### config.mk
export PLATFORM = sky130hd
export DESIGN_NAME = step_counter_sleep_detector
export DESIGN_NICKNAME = d
export VERILOG_FILES = /design/src/design/scsd_pkg.sv /design/src/design/scsd_ctrl.sv /design/src/design/scsd_dp.sv /design/src/design/step_counter_sleep_detector.sv
export SDC_FILE = /design/constraint.sdc
export NUM_CORES = 2
export LEC_CHECK = 0
export BUFFER_PORTS_ARGS = -buffer_cell sky130_fd_sc_hd__buf_2
export CAP_MARGIN = 20
export CORE_UTILIZATION = 40
export DETAILED_ROUTE_END_ITERATION = 12
export HOLD_SLACK_MARGIN = 0.12
export PLACE_DENSITY = 0.61
export RECOVER_POWER = 100
export SYNTH_ARGS = -nofsm -noshare
export SYNTH_HDL_FRONTEND = slang
export SYNTH_SLANG_ARGS = --single-unit
### constraint.sdc
create_clock -name clk -period 9.2 [get_ports clk]
set_clock_uncertainty 0.1 [all_clocks]
set_input_delay 0 -clock clk [delete_from_list [all_inputs] [get_ports clk]]
set_output_delay 0 -clock clk [all_outputs]
set_load 0.005 [all_outputs]
### src/design/scsd_pkg.sv
// ----------------------------------------------------------------------------
// scsd_pkg
// Shared types and constants for the step counter and sleep detector:
// beat payloads, configuration set, controller states and datapath commands.
// ----------------------------------------------------------------------------
`default_nettype none

package scsd_pkg;

  // fixed-point one g in q4.12
  localparam logic [15:0] ONE_G = 16'd4096;

  // saturation limits
  localparam logic [23:0] STEP_MAX     = 24'hFF_FFFF;
  localparam logic [7:0]  ACTIVITY_MAX = 8'hFF;

  // square root iterations, one result bit each
  localparam int unsigned ROOT_STEPS = 16;
  localparam int unsigned ROOT_CNT_W = $clog2(ROOT_STEPS);

  // configuration port
  localparam int unsigned CFG_IDX_W  = 3;
  localparam int unsigned CFG_DATA_W = 32;

  localparam logic [CFG_IDX_W-1:0] REG_MAGNITUDE_MIN      = 3'd0;
  localparam logic [CFG_IDX_W-1:0] REG_MAGNITUDE_MAX      = 3'd1;
  localparam logic [CFG_IDX_W-1:0] REG_STEP_INTERVAL_MS   = 3'd2;
  localparam logic [CFG_IDX_W-1:0] REG_SLEEP_TIMEOUT_MS   = 3'd3;
  localparam logic [CFG_IDX_W-1:0] REG_ACTIVITY_WINDOW_MS = 3'd4;
  localparam logic [CFG_IDX_W-1:0] REG_WAKE_STEP_COUNT    = 3'd5;
  localparam logic [CFG_IDX_W-1:0] REG_VARIANCE_LIMIT     = 3'd6;

  // register reset values
  localparam logic [15:0] RST_MAGNITUDE_MIN      = 16'd5325;
  localparam logic [15:0] RST_MAGNITUDE_MAX      = 16'd12288;
  localparam logic [15:0] RST_STEP_INTERVAL_MS   = 16'd300;
  localparam logic [31:0] RST_SLEEP_TIMEOUT_MS   = 32'd300000;
  localparam logic [31:0] RST_ACTIVITY_WINDOW_MS = 32'd20000;
  localparam logic [7:0]  RST_WAKE_STEP_COUNT    = 8'd15;
  localparam logic [31:0] RST_VARIANCE_LIMIT     = 32'd838861;

  typedef struct packed {
    logic signed [15:0] accel_x;
    logic signed [15:0] accel_y;
    logic signed [15:0] accel_z;
    logic [31:0]        timestamp_ms;
    logic               day_rollover;
  } in_item_t;

  typedef struct packed {
    logic [23:0] step_total;
    logic        step_seen;
    logic        asleep;
    logic [15:0] magnitude;
  } out_item_t;

  typedef struct packed {
    logic [15:0] magnitude_min;
    logic [15:0] magnitude_max;
    logic [15:0] step_interval_ms;
    logic [31:0] sleep_timeout_ms;
    logic [31:0] activity_window_ms;
    logic [7:0]  wake_step_count;
    logic [31:0] variance_limit;
  } cfg_t;

  typedef enum logic [3:0] {
    ST_IDLE,
    ST_SQX,
    ST_SQY,
    ST_SQZ,
    ST_SQACC,
    ST_RINIT,
    ST_ROOT,
    ST_OLDSQ,
    ST_MAGSQ,
    ST_SQADD,
    ST_VMUL,
    ST_VCMP,
    ST_FIN
  } state_t;

  // operand select of the shared squaring multiplier
  typedef enum logic [2:0] {
    MUL_X,
    MUL_Y,
    MUL_Z,
    MUL_OLD,
    MUL_MAG
  } mul_sel_t;

  typedef struct packed {
    logic     load;
    logic     mul_en;
    mul_sel_t mul_sel;
    logic     acc_load;
    logic     acc_add;
    logic     ring_rd;
    logic     root_init;
    logic     root_step;
    logic     ring_upd;
    logic     sq_add;
    logic     var_mul;
    logic     var_cmp;
    logic     finish;
  } cmd_t;

endpackage

`default_nettype wire

### src/design/scsd_ctrl.sv
// ----------------------------------------------------------------------------
// scsd_ctrl
// Sequencer for one sample: squares, square root, ring update, variance
// test and result hand-off. Also owns the output valid flag.
// ----------------------------------------------------------------------------
`default_nettype none

module scsd_ctrl
  import scsd_pkg::*;
(
  input  wire logic clk,
  input  wire logic rst_n,
  input  wire logic in_valid,
  output logic      in_stall,
  output logic      out_valid,
  input  wire logic out_stall,
  output cmd_t      cmd
);

  state_t                state_r, state_nxt;
  logic [ROOT_CNT_W-1:0] cnt_r, cnt_nxt;
  logic                  out_valid_r, out_valid_nxt;
  logic                  out_free;

  // output slot can take a new beat this cycle
  assign out_free  = !out_valid_r || !out_stall;
  assign in_stall  = (state_r != ST_IDLE);
  assign out_valid = out_valid_r;

  // state and counter registers
  always_ff @(posedge clk) begin
    if (!rst_n) begin
      state_r     <= ST_IDLE;
      cnt_r       <= '0;
      out_valid_r <= 1'b0;
    end else begin
      state_r     <= state_nxt;
      cnt_r       <= cnt_nxt;
      out_valid_r <= out_valid_nxt;
    end
  end

  // next state and datapath commands
  always_comb begin
    state_nxt     = state_r;
    cnt_nxt       = cnt_r;
    out_valid_nxt = out_valid_r;
    cmd           = '0;
    cmd.mul_sel   = MUL_X;

    if (out_valid_r && !out_stall) out_valid_nxt = 1'b0;

    unique case (state_r)
      ST_IDLE: begin
        if (in_valid) begin
          cmd.load  = 1'b1;
          state_nxt = ST_SQX;
        end
      end
      ST_SQX: begin
        cmd.mul_en  = 1'b1;
        cmd.mul_sel = MUL_X;
        state_nxt   = ST_SQY;
      end
      ST_SQY: begin
        cmd.mul_en   = 1'b1;
        cmd.mul_sel  = MUL_Y;
        cmd.acc_load = 1'b1;
        state_nxt    = ST_SQZ;
      end
      ST_SQZ: begin
        cmd.mul_en  = 1'b1;
        cmd.mul_sel = MUL_Z;
        cmd.acc_add = 1'b1;
        state_nxt   = ST_SQACC;
      end
      ST_SQACC: begin
        cmd.acc_add = 1'b1;
        cmd.ring_rd = 1'b1;
        state_nxt   = ST_RINIT;
      end
      ST_RINIT: begin
        cmd.root_init = 1'b1;
        cnt_nxt       = '0;
        state_nxt     = ST_ROOT;
      end
      ST_ROOT: begin
        cmd.root_step = 1'b1;
        cnt_nxt       = cnt_r + 1'b1;
        if (cnt_r == ROOT_CNT_W'(ROOT_STEPS - 1)) state_nxt = ST_OLDSQ;
      end
      ST_OLDSQ: begin
        cmd.mul_en  = 1'b1;
        cmd.mul_sel = MUL_OLD;
        state_nxt   = ST_MAGSQ;
      end
      ST_MAGSQ: begin
        cmd.mul_en   = 1'b1;
        cmd.mul_sel  = MUL_MAG;
        cmd.ring_upd = 1'b1;
        state_nxt    = ST_SQADD;
      end
      ST_SQADD: begin
        cmd.sq_add = 1'b1;
        state_nxt  = ST_VMUL;
      end
      ST_VMUL: begin
        cmd.var_mul = 1'b1;
        state_nxt   = ST_VCMP;
      end
      ST_VCMP: begin
        cmd.var_cmp = 1'b1;
        state_nxt   = ST_FIN;
      end
      ST_FIN: begin
        // wait here until the output slot is free
        if (out_free) begin
          cmd.finish    = 1'b1;
          out_valid_nxt = 1'b1;
          state_nxt     = ST_IDLE;
        end
      end
      default: state_nxt = ST_IDLE;
    endcase
  end

endmodule

`default_nettype wire

### src/design/scsd_dp.sv
// ----------------------------------------------------------------------------
// scsd_dp
// Datapath: shared squaring multiplier, bit-serial square root, magnitude
// ring with running sums, step test, variance test and sleep/wake state.
// ----------------------------------------------------------------------------
`default_nettype none

module scsd_dp
  import scsd_pkg::*;
#(
  parameter int unsigned WINDOW_LEN = 20
) (
  input  wire logic     clk,
  input  wire logic     rst_n,
  input  wire cmd_t     cmd,
  input  wire cfg_t     cfg,
  input  wire in_item_t in_item,
  output out_item_t     out_item
);

  localparam int unsigned PTR_W  = $clog2(WINDOW_LEN);
  localparam int unsigned SUM_W  = 16 + $clog2(WINDOW_LEN);
  localparam int unsigned SQ_W   = 32 + $clog2(WINDOW_LEN);
  localparam int unsigned CMP_W  = 33 + 2 * $clog2(WINDOW_LEN);
  localparam int unsigned WIN_SQ = WINDOW_LEN * WINDOW_LEN;

  // item and arithmetic registers
  in_item_t         item_r;
  logic [31:0]      prod_r, prod_nxt;
  logic [31:0]      acc_r, acc_nxt;
  logic [31:0]      rad_r, rad_nxt;
  logic [18:0]      rem_r, rem_nxt;
  logic [15:0]      root_r, root_nxt;
  logic [15:0]      rd_r;
  logic             rd_vld_r;
  logic [CMP_W-1:0] lhs_r, sumsq_r, lim_r;
  logic             quiet_r;
  out_item_t        out_item_r;

  // state registers
  logic [15:0]          ring_mem [WINDOW_LEN];
  logic [WINDOW_LEN-1:0] vld_r, vld_nxt;
  logic [PTR_W-1:0]     ptr_r, ptr_nxt;
  logic [SUM_W-1:0]     sum_r, sum_nxt;
  logic [SQ_W-1:0]      sq_r, sq_nxt;
  logic [23:0]          step_cnt_r, step_cnt_nxt;
  logic [7:0]           act_cnt_r, act_cnt_nxt;
  logic [31:0]          last_step_r, last_step_nxt;
  logic [31:0]          last_act_r, last_act_nxt;
  logic                 sleep_r, sleep_nxt;
  logic                 seen_r, seen_nxt;

  // helpers
  logic [15:0] abs_x, abs_y, abs_z, old_mag, mul_op;
  logic [18:0] rem_try;
  logic [18:0] trial;
  logic        step_hit;
  logic [31:0] idle_ms;
  logic        sleep_f;
  logic [7:0]  act_f;
  logic [23:0] step_f;

  // magnitudes of the signed axes, -32768 maps to 0x8000
  assign abs_x   = item_r.accel_x[15] ? 16'(-item_r.accel_x) : item_r.accel_x;
  assign abs_y   = item_r.accel_y[15] ? 16'(-item_r.accel_y) : item_r.accel_y;
  assign abs_z   = item_r.accel_z[15] ? 16'(-item_r.accel_z) : item_r.accel_z;
  assign old_mag = rd_vld_r ? rd_r : ONE_G;

  // square root step: bring down two radicand bits, try subtracting 4r+1
  assign rem_try = {rem_r[16:0], rad_r[31:30]};
  assign trial   = {1'b0, root_r, 2'b01};

  // step test on the new magnitude
  assign step_hit = (root_r > cfg.magnitude_min) && (root_r < cfg.magnitude_max) &&
                    ((item_r.timestamp_ms - last_step_r) > {16'd0, cfg.step_interval_ms});

  // operand select of the squaring multiplier
  always_comb begin
    unique case (cmd.mul_sel)
      MUL_X:   mul_op = abs_x;
      MUL_Y:   mul_op = abs_y;
      MUL_Z:   mul_op = abs_z;
      MUL_OLD: mul_op = old_mag;
      MUL_MAG: mul_op = root_r;
      default: mul_op = '0;
    endcase
  end

  // sleep, wake, activity window and rollover at the end of the item
  always_comb begin
    idle_ms = item_r.timestamp_ms - last_act_r;
    sleep_f = sleep_r;
    act_f   = act_cnt_r;
    if (((idle_ms > cfg.sleep_timeout_ms) || quiet_r) && !sleep_r) begin
      sleep_f = 1'b1;
      act_f   = '0;
    end
    if (sleep_f && (act_f >= cfg.wake_step_count)) sleep_f = 1'b0;
    if (idle_ms > cfg.activity_window_ms) act_f = '0;
    step_f = item_r.day_rollover ? '0 : step_cnt_r;
  end

  // next-value logic
  always_comb begin
    prod_nxt      = prod_r;
    acc_nxt       = acc_r;
    rad_nxt       = rad_r;
    rem_nxt       = rem_r;
    root_nxt      = root_r;
    vld_nxt       = vld_r;
    ptr_nxt       = ptr_r;
    sum_nxt       = sum_r;
    sq_nxt        = sq_r;
    step_cnt_nxt  = step_cnt_r;
    act_cnt_nxt   = act_cnt_r;
    last_step_nxt = last_step_r;
    last_act_nxt  = last_act_r;
    sleep_nxt     = sleep_r;
    seen_nxt      = seen_r;

    if (cmd.mul_en)   prod_nxt = mul_op * mul_op;
    if (cmd.acc_load) acc_nxt  = prod_r;
    if (cmd.acc_add)  acc_nxt  = acc_r + prod_r;

    if (cmd.root_init) begin
      rad_nxt  = acc_r;
      rem_nxt  = '0;
      root_nxt = '0;
    end
    if (cmd.root_step) begin
      rad_nxt = {rad_r[29:0], 2'b00};
      if (rem_try >= trial) begin
        rem_nxt  = rem_try - trial;
        root_nxt = {root_r[14:0], 1'b1};
      end else begin
        rem_nxt  = rem_try;
        root_nxt = {root_r[14:0], 1'b0};
      end
    end

    // ring update: prod_r holds the outgoing square here
    if (cmd.ring_upd) begin
      sum_nxt        = sum_r - SUM_W'(old_mag) + SUM_W'(root_r);
      sq_nxt         = sq_r - SQ_W'(prod_r);
      vld_nxt[ptr_r] = 1'b1;
      ptr_nxt        = (ptr_r == PTR_W'(WINDOW_LEN - 1)) ? '0 : ptr_r + 1'b1;
      seen_nxt       = step_hit;
      if (step_hit) begin
        if (step_cnt_r != STEP_MAX) step_cnt_nxt = step_cnt_r + 1'b1;
        if (act_cnt_r != ACTIVITY_MAX) act_cnt_nxt = act_cnt_r + 1'b1;
        last_step_nxt = item_r.timestamp_ms;
        last_act_nxt  = item_r.timestamp_ms;
      end
    end
    if (cmd.sq_add) sq_nxt = sq_r + SQ_W'(prod_r);

    if (cmd.finish) begin
      sleep_nxt    = sleep_f;
      act_cnt_nxt  = act_f;
      step_cnt_nxt = step_f;
    end
  end

  // state registers with reset
  always_ff @(posedge clk) begin
    if (!rst_n) begin
      vld_r       <= '0;
      ptr_r       <= '0;
      sum_r       <= SUM_W'(WINDOW_LEN) << 12;
      sq_r        <= SQ_W'(WINDOW_LEN) << 24;
      step_cnt_r  <= '0;
      act_cnt_r   <= '0;
      last_step_r <= '0;
      last_act_r  <= '0;
      sleep_r     <= 1'b0;
    end else begin
      vld_r       <= vld_nxt;
      ptr_r       <= ptr_nxt;
      sum_r       <= sum_nxt;
      sq_r        <= sq_nxt;
      step_cnt_r  <= step_cnt_nxt;
      act_cnt_r   <= act_cnt_nxt;
      last_step_r <= last_step_nxt;
      last_act_r  <= last_act_nxt;
      sleep_r     <= sleep_nxt;
    end
  end

  // payload registers
  always_ff @(posedge clk) begin
    prod_r <= prod_nxt;
    acc_r  <= acc_nxt;
    rad_r  <= rad_nxt;
    rem_r  <= rem_nxt;
    root_r <= root_nxt;
    seen_r <= seen_nxt;
    if (cmd.load) item_r <= in_item;
    if (cmd.var_mul) begin
      lhs_r   <= CMP_W'(sq_r) * CMP_W'(WINDOW_LEN);
      sumsq_r <= CMP_W'(sum_r) * CMP_W'(sum_r);
      lim_r   <= CMP_W'(cfg.variance_limit) * CMP_W'(WIN_SQ);
    end
    if (cmd.var_cmp) quiet_r <= (lhs_r < (sumsq_r + lim_r));
    if (cmd.finish) begin
      out_item_r.step_total <= step_f;
      out_item_r.step_seen  <= seen_r;
      out_item_r.asleep     <= sleep_f;
      out_item_r.magnitude  <= root_r;
    end
  end

  // magnitude ring memory, registered read
  always_ff @(posedge clk) begin
    if (cmd.ring_rd) begin
      rd_r     <= ring_mem[ptr_r];
      rd_vld_r <= vld_r[ptr_r];
    end
    if (cmd.ring_upd) ring_mem[ptr_r] <= root_r;
  end

  assign out_item = out_item_r;

endmodule

`default_nettype wire

### src/design/step_counter_sleep_detector.sv
// ----------------------------------------------------------------------------
// step_counter_sleep_detector
// Accelerometer step counter and sleep detector.
//
// Input channel (in_valid / in_stall / in_item): one beat per sample with
// x, y, z in signed q4.12 g, a millisecond timestamp and a day rollover flag.
// Output channel (out_valid / out_stall / out_item): one beat per sample
// with the step total, step flag, sleep flag and magnitude.
// Configuration: cfg_wr_en / cfg_index / cfg_wdata, write only; the user must
// write it only while the block is idle, which the block does not enforce. An
// index beyond the register list is ignored.
// Processing: one sample at a time; a beat is taken only in the idle state,
// so no new beat is accepted until the last result has been passed to the
// output register. The bit-serial square root is the longest part of the work.
// Stalls: the result sits in an output register; while it is stalled the
// next sample is still accepted and computed, then waits before its result
// is handed over.
// Reset (rst_n low, synchronous): registers to defaults, ring reads as one g
// in every entry, counts and timestamps zero, awake. No clearing pass.
// ----------------------------------------------------------------------------
`default_nettype none

module step_counter_sleep_detector
  import scsd_pkg::*;
#(
  parameter int unsigned WINDOW_LEN = 20
) (
  input  wire logic                  clk,
  input  wire logic                  rst_n,
  input  wire logic                  in_valid,
  output logic                       in_stall,
  input  wire in_item_t              in_item,
  output logic                       out_valid,
  input  wire logic                  out_stall,
  output out_item_t                  out_item,
  input  wire logic                  cfg_wr_en,
  input  wire logic [CFG_IDX_W-1:0]  cfg_index,
  input  wire logic [CFG_DATA_W-1:0] cfg_wdata
);

  cfg_t cfg_r, cfg_nxt;
  cmd_t cmd;

  // configuration register writes
  always_comb begin
    cfg_nxt = cfg_r;
    if (cfg_wr_en) begin
      unique case (cfg_index)
        REG_MAGNITUDE_MIN:      cfg_nxt.magnitude_min      = cfg_wdata[15:0];
        REG_MAGNITUDE_MAX:      cfg_nxt.magnitude_max      = cfg_wdata[15:0];
        REG_STEP_INTERVAL_MS:   cfg_nxt.step_interval_ms   = cfg_wdata[15:0];
        REG_SLEEP_TIMEOUT_MS:   cfg_nxt.sleep_timeout_ms   = cfg_wdata;
        REG_ACTIVITY_WINDOW_MS: cfg_nxt.activity_window_ms = cfg_wdata;
        REG_WAKE_STEP_COUNT:    cfg_nxt.wake_step_count    = cfg_wdata[7:0];
        REG_VARIANCE_LIMIT:     cfg_nxt.variance_limit     = cfg_wdata;
        default:                cfg_nxt = cfg_r;
      endcase
    end
  end

  always_ff @(posedge clk) begin
    if (!rst_n) begin
      cfg_r.magnitude_min      <= RST_MAGNITUDE_MIN;
      cfg_r.magnitude_max      <= RST_MAGNITUDE_MAX;
      cfg_r.step_interval_ms   <= RST_STEP_INTERVAL_MS;
      cfg_r.sleep_timeout_ms   <= RST_SLEEP_TIMEOUT_MS;
      cfg_r.activity_window_ms <= RST_ACTIVITY_WINDOW_MS;
      cfg_r.wake_step_count    <= RST_WAKE_STEP_COUNT;
      cfg_r.variance_limit     <= RST_VARIANCE_LIMIT;
    end else begin
      cfg_r <= cfg_nxt;
    end
  end

  // sequencer
  scsd_ctrl u_ctrl (
    .clk       (clk),
    .rst_n     (rst_n),
    .in_valid  (in_valid),
    .in_stall  (in_stall),
    .out_valid (out_valid),
    .out_stall (out_stall),
    .cmd       (cmd)
  );

  // arithmetic and state
  scsd_dp #(
    .WINDOW_LEN (WINDOW_LEN)
  ) u_dp (
    .clk      (clk),
    .rst_n    (rst_n),
    .cmd      (cmd),
    .cfg      (cfg_r),
    .in_item  (in_item),
    .out_item (out_item)
  );

endmodule

`default_nettype wire

== Yosys cells after proc, flatten, opt, wreduce, memory -nomap -nowiden ==
Memories as Yosys holds them, arrays and structs flattened. A register that Yosys moved wholly into a read port is not among the register bits.
Index checks and enable logic that the tools add are counted.
Word-level totals
  bits in registers: 683
  RAM bits: 320
  bits of input ports: 121
  output and inout port bits: 44
  logic and storage cells: 193
  memories kept: 1
Memories
  u_dp.ring_mem: words 20, bits a word 16, rd ports 1, clocked after Yosys merged registers in 1, wr ports 1, RTL line scsd_dp.sv:41  | logic [15:0] ring_mem [WINDOW_LEN];
Operators by class
  add/sub/neg operators: 15
  multiply operators: 4
  order comparisons: 10
  equality and inequality tests: 29
  multiplexer cells: 59
  bitwise gates (word level): 1
  reductions and logical operators: 35
Operators by type and width (number)
  32-bit two-way mux: 4
  24-bit two-way mux: 5
  16-bit two-way mux: 6
  16-bit case mux with 5 select lines: 1
  37-bit two-way mux: 2
  32-bit > comparator: 2
  4-bit case mux with 13 select lines: 1
  17-bit two-way mux: 3
  8-bit two-way mux: 6
  16-bit negator: 3
  42-bit by 41-bit adder with 43-bit output: 1
  42-bit by 43-bit less-than comparator with 1-bit output: 1
  21-bit by 21-bit multiplier with 42-bit output: 1
  37-bit by 3-bit multiplier with 40-bit output, second input constant: 1
  37-bit by 32-bit adder with 37-bit output: 1
  32-bit by 5-bit multiplier with 37-bit output, second input constant: 1
  37-bit by 32-bit subtractor with 37-bit output: 1
  32-bit adder: 1
  32-bit by 16-bit > comparator with 1-bit output: 1
  16-bit by 16-bit multiplier with 32-bit output: 1
  32-bit subtractor: 1
  24-bit by 1-bit adder with 24-bit output, second input constant: 1
  4-bit equality test, second input constant: 6
  24-bit != test, second input constant: 1
  other kinds (40): 101

== Longest topological paths before layout ==
  depth in word-level cells: 8
  depth in mapped cells: 35
  gate-level depth less buffers: 34

== Modules after synthesis ==
From an unflattened synthesis, not the netlist that was laid out.
Second synthesis, totals
  cell total of the unflattened synthesis: 7315
  area total of the unflattened synthesis: 76570.9 um^2
By module, submodules not included
  scsd_dp: times used 1, cells an instance 6673, area an instance 70149.8 um^2, seq. area each 24203.2 um^2
  step_counter_sleep_detector: times used 1, cells an instance 555, area an instance 5741.8 um^2, seq. area each 3042.9 um^2
  scsd_ctrl: times used 1, cells an instance 87, area an instance 679.4 um^2, seq. area each 180.2 um^2

== Least setup slack after synthesis ==
Ideal clock, no wire load.
  path type: register -> register
  start point: register u_dp.item_r[65] in the netlist's numbering
  end point: register u_dp.prod_r[30], data pin
  library setup time: 0.262 ns
  arrival: 8.152 ns
  data required time: 8.838 ns
  slack: 0.686 ns
  cell stages (with the launch flop): 33
  path buffers: 1
  period minus slack after synthesis: 8.514 ns
  cells stage by stage: edfxtp_1 inv_1 ha_1 nand2_1 or4_1 o41ai_1 xor2_1 nor2_1 nor4_1 inv_1 clkbuf_1 nand2_1 fa_1 fa_1 fa_1 inv_1 fa_1 fa_1 inv_1 fa_1 inv_1 ha_1 nand2_1 a2111oi_0 nor2_1 a211oi_1 o21ai_0 nor4b_1 o41a_1 o21ai_0 a21oi_1 a21oi_1 xor2_1
On the way
  cells in the longest elaborated chain, start to end: 4
RTL lines
  start: declaration: RTL line scsd_dp.sv:28  | in_item_t item_r;
  start signal: assignment: RTL line scsd_dp.sv:197  | if (cmd.load) item_r <= in_item;
  16-bit negator: RTL line scsd_dp.sv:64  | assign abs_x = item_r.accel_x[15] ? 16'(-item_r.accel_x) : item_r.accel_x;
  16-bit two-way mux (*): RTL line scsd_dp.sv:64
  16-bit case mux with 5 select lines (*): RTL line scsd_dp.sv:79  | unique case (cmd.mul_sel)
  16-bit by 16-bit multiplier with 32-bit output (*): RTL line scsd_dp.sv:121  | if (cmd.mul_en) prod_nxt = mul_op * mul_op;
  end signal: assignment: RTL line scsd_dp.sv:191  | prod_r <= prod_nxt;
  end: declaration: RTL line scsd_dp.sv:29  | logic [31:0] prod_r, prod_nxt;
Mark *: on every way between the ends. The rest lies on a longest branch, timed or not.
A chain may end at the register's enable or synchronous reset.

== Worst setup path in the final report ==
  start point: register u_dp.item_r[74] in the netlist's numbering
  end point: register u_dp.prod_r[25], data pin
Same word-level chain as after synthesis.

==> impl_metrics.csv <==
group,metric,value,unit
outcome,status,"finished, violations left",
outcome,violations,"max-capacitance violations, max-slew violations",
floorplanning,dieArea,190000,sq um
global_route,use_met2,34.4,%
synthesis,syn_inst,7359,
critical_path,crit_buf_inv,4,
global_route,antenna_found_initial,9,
global_route,grt_overflow,0,
placement,gp_congestion,0.924,
clock_network,clk_pin_slew_worst_paths,0.07,ns
global_route,grt_pass1_vias,55500,
clock_network,cts_root_buffer,"clkbuf_16",
synthesis,synthFlopType,"edfxtp_1",
critical_path,worstPathArrival,9.14,ns
global_route,grt_max_degree,82,
pwr,pwr_density_cell,287,nW/um^2
timing,worst_pin_slew,4.17,ns
route,drc,0,
route,via_per_inst,5.31,
clock_network,cts.sinks,1017,
timing,tns,0,ns
synthesis,syn_area,75200,sq um
global_route,met3_usage,3.25,%
route,totalWireLength,202000,um
timing,max_slew_margin,-178,%
synthesis,synth_enable_flop_cells,706,
global_route,grt_busiest_layer,"met2",
pwr,total_leakage_power,37.0,nW
clock_network,cts_max_path_buffers,3,
synthesis,yosysSeqAreaShare,36.5,%
cells_and_area,fillCellCount,17200,
route,first_pass_iters,6,
global_route,grt_use_met1,28.8,%
synthesis,ys_types,95,
placement,place_hpwl,151000,um
critical_path,crit_fanout,4,
clock_network,cts_tree,"done",
critical_path,startpoint_type,"register",
route,wl_per_cell,19.5,um
global_route,globalRouteTotalUtil,21.1,%
clock_network,htree_num_levels,3,
floorplanning,rows,158,
clock_network,cts_made_buffers,108,
synthesis,synth_top_area_share,28.2,%
timing,final.min_clock_period,8.79,ns
synthesis,synth-seq-cells,1017,
placement,place_ws,0.164,ns
timing,hold_violations,0,
placement,io_buffers,164,
timing,min_period_over_period,95.5,%
synthesis,synth_nets,8767,
floorplanning,die_h,436,um
global_route,grt_pass1_wl,315000,um
floorplanning,start_util,40.4,%
floorplanning,core_area,186000,sq um
synthesis,synth.area.top_cells,"edfxtp_1, fa_1, ha_1",
floorplanning,io_pins,165,
critical_path,cp_common_cell,"fa_1",
cells_and_area,drive_gt1_share,6.40,%
timing,slew_viol_final,1410,
synthesis,yosysTopAreaCell,"edfxtp_1",
floorplanning,fp.dieW,436,um
worst_hold_path,hold_class,"primary input to register",
critical_path,criticalPathCategory,"register to register",
pwr,ir_drop,1.29,mV
critical_path,end_kind,"register",
synthesis,avgSynthCellArea,10.2,sq um
critical_path,crit_slowest_cell,"or4_1",
route,dr_total_vias,55000,
route,drt_iter0_drc,3900,
cells_and_area,design_area,85200,sq um
critical_path,required,9.55,ns
route,final_antenna_net_count,0,
synthesis,synth-warning-count,0,
placement,place_area,79200,sq um
critical_path,crit_family,"adder cells",
timing,fin_ws,0.413,ns
synthesis,async_flop_share,0,%
job,drv_cap,40,
clock_network,worstSkewPairLatency,0.76,ns
cells_and_area,syn_to_final_growth,13.3,%
cells_and_area,final_nets,9195,
timing,max_freq,0.114,GHz
timing,whs,0.195,ns
critical_path,max_stage_delay,0.57,ns
timing,setup_viol,0,
placed cells by master, fill, tap and decap left out, types with 22 or more instances in the layout:
cell / n
a211oi_1: 37
a21o_1: 130
a21oi_1: 521
a22o_1: 34
a22oi_1: 22
a31oi_1: 38
and2_0: 27
and2_1: 68
and3_1: 41
buf_2: 124
buf_4: 68
clkbuf_1: 118
clkbuf_16: 111
dfxtp_1: 310
dlygate4sd3_1: 253
edfxtp_1: 706
fa_1: 518
ha_1: 769
inv_1: 1001
mux2i_1: 32
mux4_2: 85
nand2_1: 788
nand2b_1: 57
nand3_1: 87
nand4_1: 60
nor2_1: 482
nor2b_1: 97
nor3_1: 69
o211ai_1: 63
o21a_1: 79
o21ai_0: 254
o21ai_1: 27
o21bai_1: 42
o31ai_1: 36
or3_1: 37
xnor2_1: 196
xor2_1: 154
flip-flops by register name, summed over array words and instances (netlist names), 37 cells and up:
| name | count |
|---|---|
| u_dp.ring_mem | 320 |
| u_dp.item_r | 81 |
| u_dp.sumsq_r | 41 |
| cfg_r | 152 |
| u_dp.out_item | 42 |
| u_dp.lim_r | 37 |
| u_dp.lhs_r | 40 |
| u_dp.sq_r | 37 |
cells by family after synthesis:
kind of cell	after synthesis	share of synthesized area [%]
XOR/XNOR	350	4.08
AND/OR/NAND/NOR	1914	11.6
flip-flops	1017	36.5
buffers and inverters	1231	6.18
AO/OA/AOI/OAI	1440	12.0
adder cells (fa/ha/maj)	1287	26.6
multiplexers	120	3.02
Yosys cell counts, types with 94 or more instances:
master and number:
xnor2_1 196, nor2_1 486, nand2_1 787, fa_1 518, o21ai_0 251, a21o_1 130, nor2b_1 97, edfxtp_1 706
ha_1 769, clkbuf_1 180, xor2_1 154, inv_1 1002, dfxtp_1 311, a21oi_1 520, and2_1 94
worst paths after layout:
check | cells after the start | end | startpoint | slack (ns)
max | 29 | u_dp.prod_r[25] | u_dp.item_r[74] | 0.41
min | 4 | cfg_r[141] | cfg_wdata[5] | 0.20
max reg2reg | 29 | u_dp.prod_r[25] | u_dp.item_r[74] | 0.41
min reg2reg | 2 | cfg_r[114] | cfg_r[114] | 0.36
what timing repair did:
| action | 4_1_cts | 5_1_grt |
|---|---|---|
| setup endpoints to repair | 0 | 6 |
| hold endpoints to repair | 310 | 0 |
| hold buffers | 253 | 0 |
| setup buffers | 0 | 1 |
| gates resized for setup | 0 | 6 |
cell type report:
| cell class | instances | area [sq um] | area share (%) |
|---|---|---|---|
| Clock inverter | 54 | 603 | 0.708 |
| Sequential cell | 1017 | 27400 | 32.2 |
| Multi-Input combinational cell | 5111 | 43200 | 50.7 |
| Inverter | 1013 | 3800 | 4.47 |
| Tap cell | 2480 | 3100 | 3.64 |
| Timing Repair Buffer | 536 | 4030 | 4.73 |
| Clock buffer | 150 | 2990 | 3.52 |
| Antenna cell | 4 | 10.0 | 0.0118 |
per-stage QoR:
stage          util [%]  total power, mW  instances
2_1_floorplan         -             16.6       7359
3_3_place_gp       42.6             19.5       9900
3_5_place_dp       42.6             19.7       9900
4_1_cts            45.9             24.4      10400
5_1_grt            45.8             26.6      10400
6_report           45.8             24.5      10400
tightest hold or removal path, stage by stage:
cell	delay, ns
dlygate4sd3_1	0.57
buf_2	0.27
nand2_1	0.10
a21oi_1	0.05
power breakdown:
part,switching [mW],internal [mW]
registers,0.209,5.75
clock network,1.94,2.52
logic,8.04,6.01
total,10.2,14.3
routing by layer:
metal / vias to the layer above / wire length, um
li1: 26200 / -
met3: 309 / 12700
met2: 1430 / 93600
met1: 27100 / 89600
met4: 6 / 6420
met5: - / 41
Power figures use the tool's default switching activity.
